==> src/hw/rtl/snts_pkg.sv <==
// ----------------------------------------------------------------------------
// snts_pkg
// types and constants shared by the task scheduler
// ----------------------------------------------------------------------------
package snts_pkg;

	localparam logic [1:0] ST_BLOCKED = 2'd0;
	localparam logic [1:0] ST_READY   = 2'd1;
	localparam logic [1:0] ST_RUNNING = 2'd2;
	localparam logic [1:0] ST_TERM    = 2'd3;

	localparam logic [2:0] EV_START = 3'd0;
	localparam logic [2:0] EV_BLOCK = 3'd1;
	localparam logic [2:0] EV_TERM  = 3'd2;
	localparam logic [2:0] EV_IDLEB = 3'd3;
	localparam logic [2:0] EV_IDLEE = 3'd4;
	localparam logic [2:0] EV_DONE  = 3'd5;

	localparam logic REG_BLOCK_DURATION = 1'b0;
	localparam logic REG_TASK_COUNT     = 1'b1;

	localparam int SUM_BITS = 36;

	typedef struct packed {
		logic [2:0]  kind;
		logic [3:0]  slot;
		logic [31:0] etime;
		logic [35:0] sum;
		logic        last;
	} event_t;

endpackage

==> src/hw/rtl/shortest_next_task_scheduler_unit.sv <==
// ----------------------------------------------------------------------------
// shortest_next_task_scheduler_unit
// non-preemptive shortest-process-next task scheduler
// ----------------------------------------------------------------------------
// Per-slot task state lives in one synchronous memory whose read data is
// registered. After reset a clearing pass writes every slot as blocked with
// zero times; no beat is taken during it. A tick beat for N active slots is
// taken, then walked slot by slot with a read/modify/write, then a read pass
// selects the shortest ready burst while counting finished slots and summing
// finish times; a start adds a read and a write. A tick after done is taken
// and ignored. Events leave through a four-entry queue; a tick is taken only
// once the queue is empty. Up to two event beats per tick, tlast on the last
// one. A register write offered in the same cycle as a load or tick beat goes
// first.
// ----------------------------------------------------------------------------
module shortest_next_task_scheduler_unit
	import snts_pkg::*;
#(
	parameter int MAX_TASKS = 16,
	parameter int TIME_BITS = 32
)(
	input  logic        clk,
	input  logic        arst_n,
	input  logic        s_axis_tvalid,
	output logic        s_axis_tready,
	input  logic [55:0] s_axis_tdata,  // task_slot, arrival tick, run ticks, burst_length
	input  logic        s_axis_tuser,  // mode
	output logic        m_axis_tvalid,
	input  logic        m_axis_tready,
	output logic [79:0] m_axis_tdata,  // event_kind, event_slot, event_time, turnaround_total
	output logic        m_axis_tlast,  // last
	input  logic        cfg_valid,
	output logic        cfg_ready,
	input  logic        cfg_index,
	input  logic [15:0] cfg_data
);
	localparam int SW = (MAX_TASKS > 1) ? $clog2(MAX_TASKS) : 1;
	localparam int CW = $clog2(MAX_TASKS + 1);
	localparam logic [TIME_BITS-1:0] TMAX = '1;
	localparam logic [TIME_BITS-1:0] TONE = {{(TIME_BITS-1){1'b0}}, 1'b1};

	typedef struct packed {
		logic [1:0]           st;
		logic [16:0]          cd;
		logic [15:0]          rem;
		logic [15:0]          prog;
		logic [15:0]          lim;
		logic [TIME_BITS-1:0] fin;
	} entry_t;

	localparam logic [3:0] S_IDLE  = 4'd0;
	localparam logic [3:0] S_LOAD  = 4'd1;
	localparam logic [3:0] S_WRD   = 4'd2;
	localparam logic [3:0] S_WWB   = 4'd3;
	localparam logic [3:0] S_SRD   = 4'd4;
	localparam logic [3:0] S_SCHK  = 4'd5;
	localparam logic [3:0] S_STRD  = 4'd6;
	localparam logic [3:0] S_STWB  = 4'd7;
	localparam logic [3:0] S_FIN   = 4'd8;
	localparam logic [3:0] S_CLR   = 4'd9;

	entry_t mem [MAX_TASKS];
	entry_t rd_q;
	logic   we;
	logic [SW-1:0] waddr, raddr;
	entry_t wdata;

	always_ff @(posedge clk) begin
		if (we) mem[waddr] <= wdata;
		rd_q <= mem[raddr];
	end

	logic [3:0] state_q;
	logic [15:0] bdur_q;
	logic [4:0]  tcnt_q;
	logic        run_v_q, idle_q, done_q;
	logic [SW-1:0] run_s_q;
	logic [TIME_BITS-1:0] sys_q, intv_q;
	logic [SW:0] i_q;
	logic [51:0] ld_q;
	logic        found_q;
	logic [SW-1:0] best_q;
	logic [15:0] best_lim_q;
	logic [CW-1:0] fcnt_q;
	logic [SUM_BITS-1:0] sum_q;
	logic [MAX_TASKS-1:0] cand_q;

	logic [CW-1:0] n;
	always_comb begin
		if ({27'd0, tcnt_q} > MAX_TASKS) n = CW'(MAX_TASKS);
		else n = CW'(tcnt_q);
	end

	logic ld_ok;
	assign ld_ok = (32'(ld_q[3:0]) < MAX_TASKS);

	event_t ev;
	logic   push, q_empty;
	event_t qout;
	assign m_axis_tdata = {5'b0, qout.sum, qout.etime, qout.slot, qout.kind};
	assign m_axis_tlast = qout.last;

	assign s_axis_tready = (state_q == S_IDLE) && q_empty && !cfg_valid;
	assign cfg_ready = (state_q == S_IDLE);

	function automatic logic [31:0] t32(logic [TIME_BITS-1:0] v);
		logic [47:0] w;
		w = 48'(v);
		return w[31:0];
	endfunction

	function automatic logic [TIME_BITS-1:0] sinc(logic [TIME_BITS-1:0] v);
		return (v == TMAX) ? v : v + 1'b1;
	endfunction

	logic [SW-1:0] ci;
	assign ci = i_q[SW-1:0];
	logic is_run;
	assign is_run = run_v_q && run_s_q == ci;
	logic [SUM_BITS:0] sum_add;
	assign sum_add = {1'b0, sum_q} + (SUM_BITS+1)'(rd_q.fin);

	// walk decisions
	entry_t wn;
	logic   wcand, wblk, wterm;
	always_comb begin
		wn = rd_q;
		wcand = 1'b0;
		wblk = 1'b0;
		wterm = 1'b0;
		case (rd_q.st)
			ST_BLOCKED: begin
				if (rd_q.cd <= 17'd1) begin
					wn.st = ST_READY;
					wn.cd = {1'b0, bdur_q};
					wcand = 1'b1;
				end else wn.cd = rd_q.cd - 17'd1;
			end
			ST_READY: wcand = 1'b1;
			ST_RUNNING: begin
				if (!is_run) begin
					wn.st = ST_READY;
					wcand = 1'b1;
				end else if (rd_q.rem != 16'd0) begin
					if (rd_q.prog < rd_q.lim) begin
						wn.prog = rd_q.prog + 16'd1;
						wn.rem = rd_q.rem - 16'd1;
					end else begin
						wn.prog = '0;
						wn.st = ST_BLOCKED;
						wblk = 1'b1;
					end
				end else begin
					wn.st = ST_TERM;
					wn.fin = sys_q;
					wterm = 1'b1;
				end
			end
			default: ;
		endcase
	end

	logic fin_all;
	assign fin_all = (fcnt_q == n);

	always_comb begin
		we = 1'b0;
		waddr = ci;
		wdata = wn;
		raddr = ci;
		push = 1'b0;
		ev = '0;
		unique case (state_q)
			S_IDLE: raddr = '0;
			S_CLR: begin
				we = 1'b1;
				wdata = '0;
			end
			S_LOAD: begin
				we = ld_ok;
				waddr = SW'(ld_q[3:0]);
				wdata.st = ST_BLOCKED;
				wdata.cd = {1'b0, ld_q[19:4]};
				wdata.rem = ld_q[35:20];
				wdata.prog = '0;
				wdata.lim = ld_q[51:36];
				wdata.fin = '0;
			end
			S_WRD: ;
			S_WWB: begin
				we = 1'b1;
				if (wblk || wterm) begin
					push = 1'b1;
					ev.kind = wblk ? EV_BLOCK : EV_TERM;
					ev.slot = 4'(ci);
					ev.etime = t32(intv_q);
				end
			end
			S_SRD: ;
			S_SCHK: ;
			S_STRD: raddr = best_q;
			S_STWB: begin
				we = 1'b1;
				waddr = best_q;
				wdata = rd_q;
				wdata.st = ST_RUNNING;
				if (rd_q.rem != 16'd0) wdata.rem = rd_q.rem - 16'd1;
				if (rd_q.prog != 16'hFFFF) wdata.prog = rd_q.prog + 16'd1;
				push = 1'b1;
				ev.kind = EV_START;
				ev.slot = 4'(best_q);
				ev.etime = t32(sys_q);
			end
			S_FIN: ;
			default: ;
		endcase
	end

	// extra event pushes from the sequencer use a combinational path
	logic   push2;
	event_t ev2;
	// merged push into queue is limited to one per cycle; sequencer below
	// never pushes from S_STWB and S_SCHK/S_FIN in the same cycle
	logic   sp;
	event_t se;

	always_ff @(posedge clk or negedge arst_n) begin
		if (!arst_n) begin
			state_q <= S_CLR;
			bdur_q <= 16'd1;
			tcnt_q <= 5'd1;
			run_v_q <= 1'b0;
			run_s_q <= '0;
			idle_q <= 1'b0;
			done_q <= 1'b0;
			sys_q <= '0;
			intv_q <= '0;
			i_q <= '0;
			found_q <= 1'b0;
			best_q <= '0;
			best_lim_q <= '0;
			fcnt_q <= '0;
			sum_q <= '0;
			cand_q <= '0;
			ld_q <= '0;
		end else begin
			unique case (state_q)
				S_CLR: begin
					if (i_q == (SW+1)'(MAX_TASKS - 1)) begin
						i_q <= '0;
						state_q <= S_IDLE;
					end else i_q <= i_q + 1'b1;
				end
				S_IDLE: begin
					if (cfg_valid && cfg_ready) begin
						if (cfg_index == REG_BLOCK_DURATION) bdur_q <= cfg_data;
						else tcnt_q <= cfg_data[4:0];
					end else if (s_axis_tvalid && s_axis_tready) begin
						if (!s_axis_tuser) begin
							ld_q <= s_axis_tdata[51:0];
							state_q <= S_LOAD;
						end else if (!done_q) begin
							if (run_v_q && ({1'b0, run_s_q} >= (SW+1)'(n)))
								run_v_q <= 1'b0;
							i_q <= '0;
							cand_q <= '0;
							found_q <= 1'b0;
							fcnt_q <= '0;
							sum_q <= '0;
							state_q <= (n == '0) ? S_SRD : S_WRD;
						end
					end
				end
				S_LOAD: begin
					if (ld_ok) begin
						if (run_v_q && run_s_q == SW'(ld_q[3:0])) run_v_q <= 1'b0;
						done_q <= 1'b0;
					end
					state_q <= S_IDLE;
				end
				S_WRD: state_q <= S_WWB;
				S_WWB: begin
					cand_q[ci] <= wcand;
					if (wblk || wterm) begin
						run_v_q <= 1'b0;
						intv_q <= '0;
					end
					if ((i_q + 1'b1) == (SW+1)'(n)) begin
						i_q <= '0;
						found_q <= 1'b0;
						fcnt_q <= '0;
						sum_q <= '0;
						state_q <= S_SRD;
					end else begin
						i_q <= i_q + 1'b1;
						state_q <= S_WRD;
					end
				end
				S_SRD: begin
					if (i_q == (SW+1)'(n)) state_q <= S_SCHK;
					else state_q <= S_FIN;
				end
				S_FIN: begin
					if (rd_q.st == ST_TERM) fcnt_q <= fcnt_q + 1'b1;
					sum_q <= sum_add[SUM_BITS] ? '1 : sum_add[SUM_BITS-1:0];
					if (cand_q[ci] && (!found_q || rd_q.lim < best_lim_q)) begin
						found_q <= 1'b1;
						best_q <= ci;
						best_lim_q <= rd_q.lim;
					end
					i_q <= i_q + 1'b1;
					state_q <= S_SRD;
				end
				S_SCHK: begin
					if (!run_v_q && found_q) begin
						if (idle_q) idle_q <= 1'b0;
						state_q <= S_STRD;
					end else begin
						if (!run_v_q && !fin_all && !idle_q) idle_q <= 1'b1;
						if (fin_all) done_q <= 1'b1;
						else begin
							intv_q <= sinc(intv_q);
							sys_q <= sinc(sys_q);
						end
						state_q <= S_IDLE;
					end
				end
				S_STRD: state_q <= S_STWB;
				S_STWB: begin
					run_v_q <= 1'b1;
					run_s_q <= best_q;
					intv_q <= TONE;
					sys_q <= sinc(sys_q);
					state_q <= S_IDLE;
				end
				default: state_q <= S_IDLE;
			endcase
		end
	end

	// side events: idle end before start, idle begin / done at end of tick
	always_comb begin
		sp = 1'b0;
		se = '0;
		if (state_q == S_SCHK) begin
			if (!run_v_q && found_q) begin
				if (idle_q) begin
					sp = 1'b1;
					se.kind = EV_IDLEE;
					se.etime = t32(intv_q);
				end
			end else if (fin_all) begin
				sp = 1'b1;
				se.kind = EV_DONE;
				se.etime = t32(sys_q);
				se.sum = sum_q;
			end else if (!run_v_q && !idle_q) begin
				sp = 1'b1;
				se.kind = EV_IDLEB;
				se.etime = t32(sys_q);
			end
		end
		push2 = push || sp;
		ev2 = push ? ev : se;
		ev2.last = (state_q == S_STWB) ||
			(state_q == S_SCHK && !(!run_v_q && found_q));
	end

	// final queue feed
	event_t qin;
	assign qin = ev2;
	logic qpush;
	assign qpush = push2;

	snts_evq u_evq (
		.clk(clk), .arst_n(arst_n), .push(qpush), .din(qin), .empty(q_empty),
		.m_axis_tvalid(m_axis_tvalid), .m_axis_tready(m_axis_tready), .dout(qout)
	);
endmodule

==> src/hw/rtl/snts_evq.sv <==
// ----------------------------------------------------------------------------
// snts_evq
// small event queue between the scheduler core and the output stream
// ----------------------------------------------------------------------------
module snts_evq
	import snts_pkg::*;
(
	input  logic   clk,
	input  logic   arst_n,
	input  logic   push,
	input  event_t din,
	output logic   empty,
	output logic   m_axis_tvalid,
	input  logic   m_axis_tready,
	output event_t dout
);
	event_t mem_q [4];
	logic [2:0] wp_q, rp_q;

	assign empty = (wp_q == rp_q);
	assign m_axis_tvalid = !empty;
	assign dout = mem_q[rp_q[1:0]];

	always_ff @(posedge clk) begin
		if (push) begin
			mem_q[wp_q[1:0]] <= din;
		end
	end

	always_ff @(posedge clk or negedge arst_n) begin
		if (!arst_n) begin
			wp_q <= '0;
			rp_q <= '0;
		end else begin
			if (push) wp_q <= wp_q + 3'd1;
			if (m_axis_tvalid && m_axis_tready) rp_q <= rp_q + 3'd1;
		end
	end
endmodule

==> config.mk <==
export PLATFORM = sky130hd
export DESIGN_NAME = shortest_next_task_scheduler_unit
export DESIGN_NICKNAME = d
export VERILOG_FILES = /design/src/hw/rtl/snts_pkg.sv /design/src/hw/rtl/shortest_next_task_scheduler_unit.sv /design/src/hw/rtl/snts_evq.sv
export SDC_FILE = /design/constraint.sdc
export NUM_CORES = 2
export LEC_CHECK = 0
export CAP_MARGIN = 30
export CORE_ASPECT_RATIO = 1.25
export CORE_MARGIN = 1
export CORE_UTILIZATION = 63
export CTS_BUF_LIST = sky130_fd_sc_hd__clkbuf_16
export CTS_CLUSTER_DIAMETER = 60
export DETAILED_ROUTE_END_ITERATION = 10
export DONT_BUFFER_PORTS = 1
export PLACE_DENSITY = 0.79
export REMOVE_ABC_BUFFERS = 1
export SLEW_MARGIN = 20
export SYNTH_ARGS = -nofsm -noshare
export SYNTH_HDL_FRONTEND = slang
export SYNTH_SLANG_ARGS = --single-unit
==> constraint.sdc <==
create_clock -name clk -period 8.5 [get_ports clk]
set_clock_uncertainty 0.1 [all_clocks]
set_input_delay 2.55 -clock clk [delete_from_list [all_inputs] [get_ports clk]]
set_output_delay 2.55 -clock clk [all_outputs]
set_load 0.01 [all_outputs]
# Yosys cells after proc, flatten, opt, wreduce, memory -nomap -nowiden
# Memories as Yosys holds them, arrays and structs flattened. A register that Yosys moved wholly into a read port is not among the register bits.
# Cells that the tools add are included.
totals:
  reg_bits: 237
  mem_count: 2
  mem_bits_rw: 1888
memory_table:
  columns: ["memory", "words", "width", "read_ports", "rd_clocked_by_memory_dff", "wr", "line_no", "text"]
  rows:
  - ["mem", 16, 99, 1, 1, 1, "shortest_next_task_scheduler_unit.sv:62", "entry_t mem [MAX_TASKS];"]
  - ["u_evq.mem_q", 4, 76, 1, 0, 1, "snts_evq.sv:17", "event_t mem_q [4];"]
classes:
  eq_ne: 38
  addsub: 10
  muxes: 125
  n_lt_le_gt_ge: 7
  n_reduce_logical: 54
  bitwise_logic: 3
ops:
  columns: ["cell", "count"]
  rows:
  - ["$mux W32", 17]
  - ["$pmux W99 S3", 1]
  - ["$mux W36", 8]
  - ["$mux W16", 8]
  - ["$pmux W36 S3", 1]
  - ["$pmux W32 S3", 1]
  - ["$mux W76", 1]
  - ["$pmux W38 S2", 1]
  - ["$mux W68", 1]
  - ["$add A32 B1 Y32 const B", 2]
  - ["$eq A32 B32 Y1 const B", 2]
  - ["$pmux W32 S2", 1]
  - ["$mux W5", 9]
  - ["$mux W1", 39]
  - ["$mux W38", 1]
  - ["$add A36 B32 Y37", 1]
  - ["$mux W17", 2]
  - ["$lt A16 B16 Y1", 2]
  - ["$pmux W16 S2", 1]
  - ["$pmux W4 S8", 1]
  - ["$ne A2 B2 Y1 const B", 13]
  - ["$mux W4", 6]
  - ["$mux W3", 7]
  - ["$pmux W5 S4", 1]
  - ["52 further kinds", 110]

# Longest topological paths before layout
depth:
  depth_word: 11
  ltp_mapped: 13
  depth_no_buf: 12

# By module
# A second synthesis with hierarchy kept.
unflattened:
  hier_cells: 5002
  hier_area_um2: 90724.5
modules_own_cells:
  columns: ["mod", "area_each_um2", "n_inst", "cells_each"]
  rows:
  - ["shortest_next_task_scheduler_unit", 79367.4, 1, 4563]
  - ["snts_evq", 11357.1, 1, 439]

# Worst setup path before layout
# OpenSTA, ideal clock, no wires.
synth_timing:
  kind: "reg-to-reg"
  start: "register state_q[1]"
  end: "memory mem[5][0] (netlist name) (enable)"
  n_path_buf: 3
  arrival_time_ns: 6.119
  path_stages_with_launch: 10
  setup_slack_ns: 1.723
  cell_sequence: "dfrtp_1 clkbuf_1 clkbuf_1 and3_1 clkbuf_1 nand2_1 nand3_1 a21boi_0 nand3_1 nor2_1"
synth_via:
  elab_chain_cells: 5
  elab_cells_between_ends: 9
  cone_classes: "eq/ne (4); mux (4); reduce/logical (1)"
synth_rtl:
  columns: ["item", "line_no", "text"]
  rows:
  - ["start, declared", "shortest_next_task_scheduler_unit.sv:73", "logic [3:0] state_q;"]
  - ["start signal, assigned", "shortest_next_task_scheduler_unit.sv:270", "state_q <= (n == '0) ? S_SRD : S_WRD;"]
  - ["$eq A4 B3 Y1 (tied with other cells)", "shortest_next_task_scheduler_unit.sv:173", "unique case (state_q)"]
  - ["$reduce_or A4 Y1 (no line)", null, null]
  - ["$mux W1", "shortest_next_task_scheduler_unit.sv:173", null]
  - ["$mux W1", "shortest_next_task_scheduler_unit.sv:69", "if (we) mem[waddr] <= wdata;"]
  - ["$mux W1 (not written as such)", "shortest_next_task_scheduler_unit.sv:69", null]
  - ["end, declared", "shortest_next_task_scheduler_unit.sv:62", null]
# Several ways; a longest one is shown, not always the timed one.

# Final worst setup path
layout_timing:
  start: "register u_evq.rp_q[0]"
  end: "output s_axis_tready"
layout_via:
  elab_chain_cells: 3
layout_rtl:
  columns: ["item", "line_no", "text"]
  rows:
  - ["start, declared", "snts_evq.sv:18", "logic [2:0] wp_q, rp_q;"]
  - ["start signal, assigned", "snts_evq.sv:36", "if (m_axis_tvalid && m_axis_tready) rp_q <= rp_q + 3'd1;"]
  - ["$eq A3 B3 Y1", "snts_evq.sv:20", "assign empty = (wp_q == rp_q);"]
  - ["$logic_and A1 B1 Y1 (2 in a row)", "shortest_next_task_scheduler_unit.sv:103", "assign s_axis_tready = (state_q == S_IDLE) && q_empty && !cfg_valid;"]
  - ["end, declared", "shortest_next_task_scheduler_unit.sv:25", "output logic s_axis_tready,"]
# No other way between the ends.

==> results.md <==
* Die Y at 425 um
* Crit path DAT at 3.24 ns
* Die W at 340 um
* Hold Fails Final Rpt at 0
* Initial core utilization at 63.8%
* CP endpoint: s_axis_tready
* Global-route wire length before repair at 320000 um
* Worst-Margin Slew at 1.34 ns
* Cell family with most CP delay: simple AND/OR/NAND/NOR gates
* Worst r2r path cells at 9
* Peak Freq at 0.170 GHz
* Grt met3 use at 4.58%
* Post-synth ARST share at 10.7%
* R2r endpoint: mem[2][47]
* Hold_buf cts at 0
* Remaining global-route overflow at 0
* Worst hold path cell count at 1
* H-tree depth at 4
* Cell Rows at 154
* Largest net degree at the start of global routing at 238
* WP depth at 4
* Routed via count at 49400
* Seq cells post-synth at 2224
* Initial antenna violation count at 2
* Top-Level Pins at 163
* Startpoint Class: register
* Slowest stage cell, crit path: dfrtp_4
* Core area at 0.141 sq mm
* RSZ-0062 raised after global routing: false
* Post-synth EDFFs at 1888
* Worst-path cell chain: buf_4, xnor2_1, nand3_1, nor3_1
* GR Util met1 at 37.9%
* GR Util All Layers at 30.2%
* Pins Over Slew Limit at 0
* Synth-to-Final Area Change at 9.82%
* VDD IR-drop max at 0.211 mV
* CTS tree: done
* Final Critical Period at 5.89 ns
* R2R setup slack at 3.52 ns
* Warnings from Yosys at 0
* Postcts setup bufs at 0
* Mean Syn Cell Area at 17.6 sq um
* Final ANT Viol Nets at 0
* Max-slew headroom at 10.6%
* Hpwl dp at 113000 um
* Initial DRC count at 6118
* Netlist cell types at 93
* RR Startpoint: state_q[2]
* Max Cap Viol at 0
* Post-synthesis sequential area ratio at 71.6%
* Per-cell routed wire length at 30.0 um
* CP endpoint kind: output port
* Final setup vio count at 0
* Vias in the first global route at 51100
* Total die area at 0.145 sq mm
* Gr busiest metal: met2
* Synth Flop Type: edfxtp_1
* Placer congestion estimate at 0.931
* P_leak at 33.9 nW
* Pwr Density at 254 mW/mm^2
* Post_cts resized at 0
* CTS Buffer Depth at 3
* Period Utilization, post-route at 69.3%
* Share of cells above drive strength 1 at 19.4%
* Commonest non-fill, non-tap cell in the layout: edfxtp_1
* Synth Instances at 5132
* Total power at 25.2 mW
* Final core occ at 70.0%
* Clock sink total at 2224
* HP Class: register to register
* Final Routed Wirelength at 216000 um
* Req. time, crit path at 5.85 ns
* Worst Path Buf+Inv at 1
* Clk slew on worst S/H paths at 0.07 ns
* Most frequent cells in the layout: edfxtp_1 (1888), mux4_2 (477), nand2_1 (450), dfrtp_1 (231), clkbuf_16 (205)
* Total CTS buffers at 200
* Status: finished clean
* Final #Nets at 5324
* Mean number of vias per cell at 6.85
* Port Buffers at 0
* Critical path class: register to output port
* CTS Root Cell: clkbuf_16
* Critical path launch point: u_evq.rp_q[0]
* Detailed Routing Iterations Pass 1 at 6
* CP max FO at 34
* Worst skew pair latency at 0.83 ns
* # DRC at 0
* GRT met2 Usage at 51.4%
* Mapped Area at 0.0902 sq mm
* CP peak stage delay at 0.85 ns
-- routing by layer --
layer,vias to the layer above,wire (um)
li1,20500,-
met1,25300,76100
met5,-,13
met3,608,18400
met2,2922,111000
met4,2,11000
-- logic make-up after synthesis --
family | synth area share, %
muxes | 13.1
adders and majority gates | 1.19
xor gates and xnor gates | 1.03
and+or+nand+nor | 5.36
AOI/OAI and AO/OA | 5.81
other | 0.00416
buffers and inverters | 1.87
DFF | 71.6
-- worst reg2reg max path, stage by stage (launching register included) --
cell	delay, ns
dfrtp_1	0.75
nor2b_2	0.39
and3_2	0.65
nor2_1	0.21
nand2_1	0.11
nand3_1	0.10
a21oi_1	0.19
nand2_1	0.28
nor2_4	0.85
buf_4	0.87
-- stage by stage --
step	instance area (sq um)	hold WS [ns]	TNS, ns	setup slack (ns)	cells
finish	99100	0.391	0	2.61	7210
CTS	99000	0.395	0	2.44	7198
global route	99100	0.423	0	2.35	7207
floorplan	88800	0.357	-2995.50	-30.26	4850
global placement	92300	0.381	0	2.97	6812
detailed placement	92400	0.383	0	2.97	6821
-- cell usage after synthesis (7+ instances only) --
master    instances  share of area (%)
nor2_1          127               0.53
buf_2            30               0.17
a21o_1           30               0.25
buf_4            29               0.24
nand4b_1          7              0.068
nor3_1           30               0.17
mux4_2          477                 12
o211ai_1         20               0.17
dfrtp_1         233                6.5
nor2b_1           9              0.062
nand4_1          25               0.17
buf_1            19              0.079
nand3_1          63               0.35
a22o_1           83               0.81
a211oi_1        109               0.91
mux2_2           81                1.0
o21a_1           14               0.12
ha_1             84                1.2
o21ai_0         169               0.94
a22oi_1          18               0.15
dfxtp_1          99                2.2
o22ai_1          15               0.10
edfxtp_1       1888                 63
a221o_1           7              0.078
a31oi_1         122               0.85
or4_1            13               0.11
and2_1          149                1.0
inv_1            65               0.27
nand2b_1         19               0.13
or2_2             9              0.062
mux2i_1          18               0.20
and3_1           22               0.15
xor2_1           37               0.36
clkbuf_1        180               0.75
nand2_1         450                1.9
or3_1            16               0.11
nor4_1           17               0.12
xnor2_1          69               0.67
a21oi_1         133               0.74
buf_6            28               0.35
o31ai_1          10              0.083
-- area by class of cell --
| type | instances | area [sq um] |
|---|---|---|
| Fill cell | 8447 | 42400 |
| Timing Repair Buffer | 108 | 1160 |
| Multi-Input combinational cell | 2558 | 24100 |
| Clock buffer | 205 | 5130 |
| Tap cell | 1872 | 2340 |
| Sequential cell | 2224 | 64600 |
| Antenna cell | 3 | 7.51 |
| Inverter | 68 | 256 |
| Clock inverter | 172 | 1440 |
-- power breakdown --
group	total [mW]	internal, mW	switching [mW]
sequential	13.3	12.7	0.527
combinational	2.95	1.15	1.81
clock	8.98	5.03	3.95
total	25.2	18.9	6.28
-- state kept, by name (all words and copies together), names as in the netlist, 3 cells and up --
register     count
best_lim_q      16
fcnt_q           5
bdur_q          16
sum_q           36
intv_q          32
u_evq.rp_q       3
cand_q          16
u_evq.wp_q       3
state_q          4
tcnt_q           5
run_s_q          4
rd_q            99
ld_q            52
mem           1584
best_q           4
i_q              5
u_evq.mem_q    304
sys_q           32
-- worst min-delay path by stage --
stage | from | to | slack [ns]
6_report | u_evq.wp_q[2] | u_evq.wp_q[2] | 0.39
5_1_grt | u_evq.rp_q[2] | u_evq.rp_q[2] | 0.42
4_1_cts | u_evq.wp_q[2] | u_evq.wp_q[2] | 0.39
3_5_place_dp | u_evq.wp_q[2] | u_evq.wp_q[2] | 0.38
3_3_place_gp | u_evq.wp_q[2] | u_evq.wp_q[2] | 0.38
2_1_floorplan | sum_q[0] | sum_q[0] | 0.36
(Power assumes the default switching activity.)
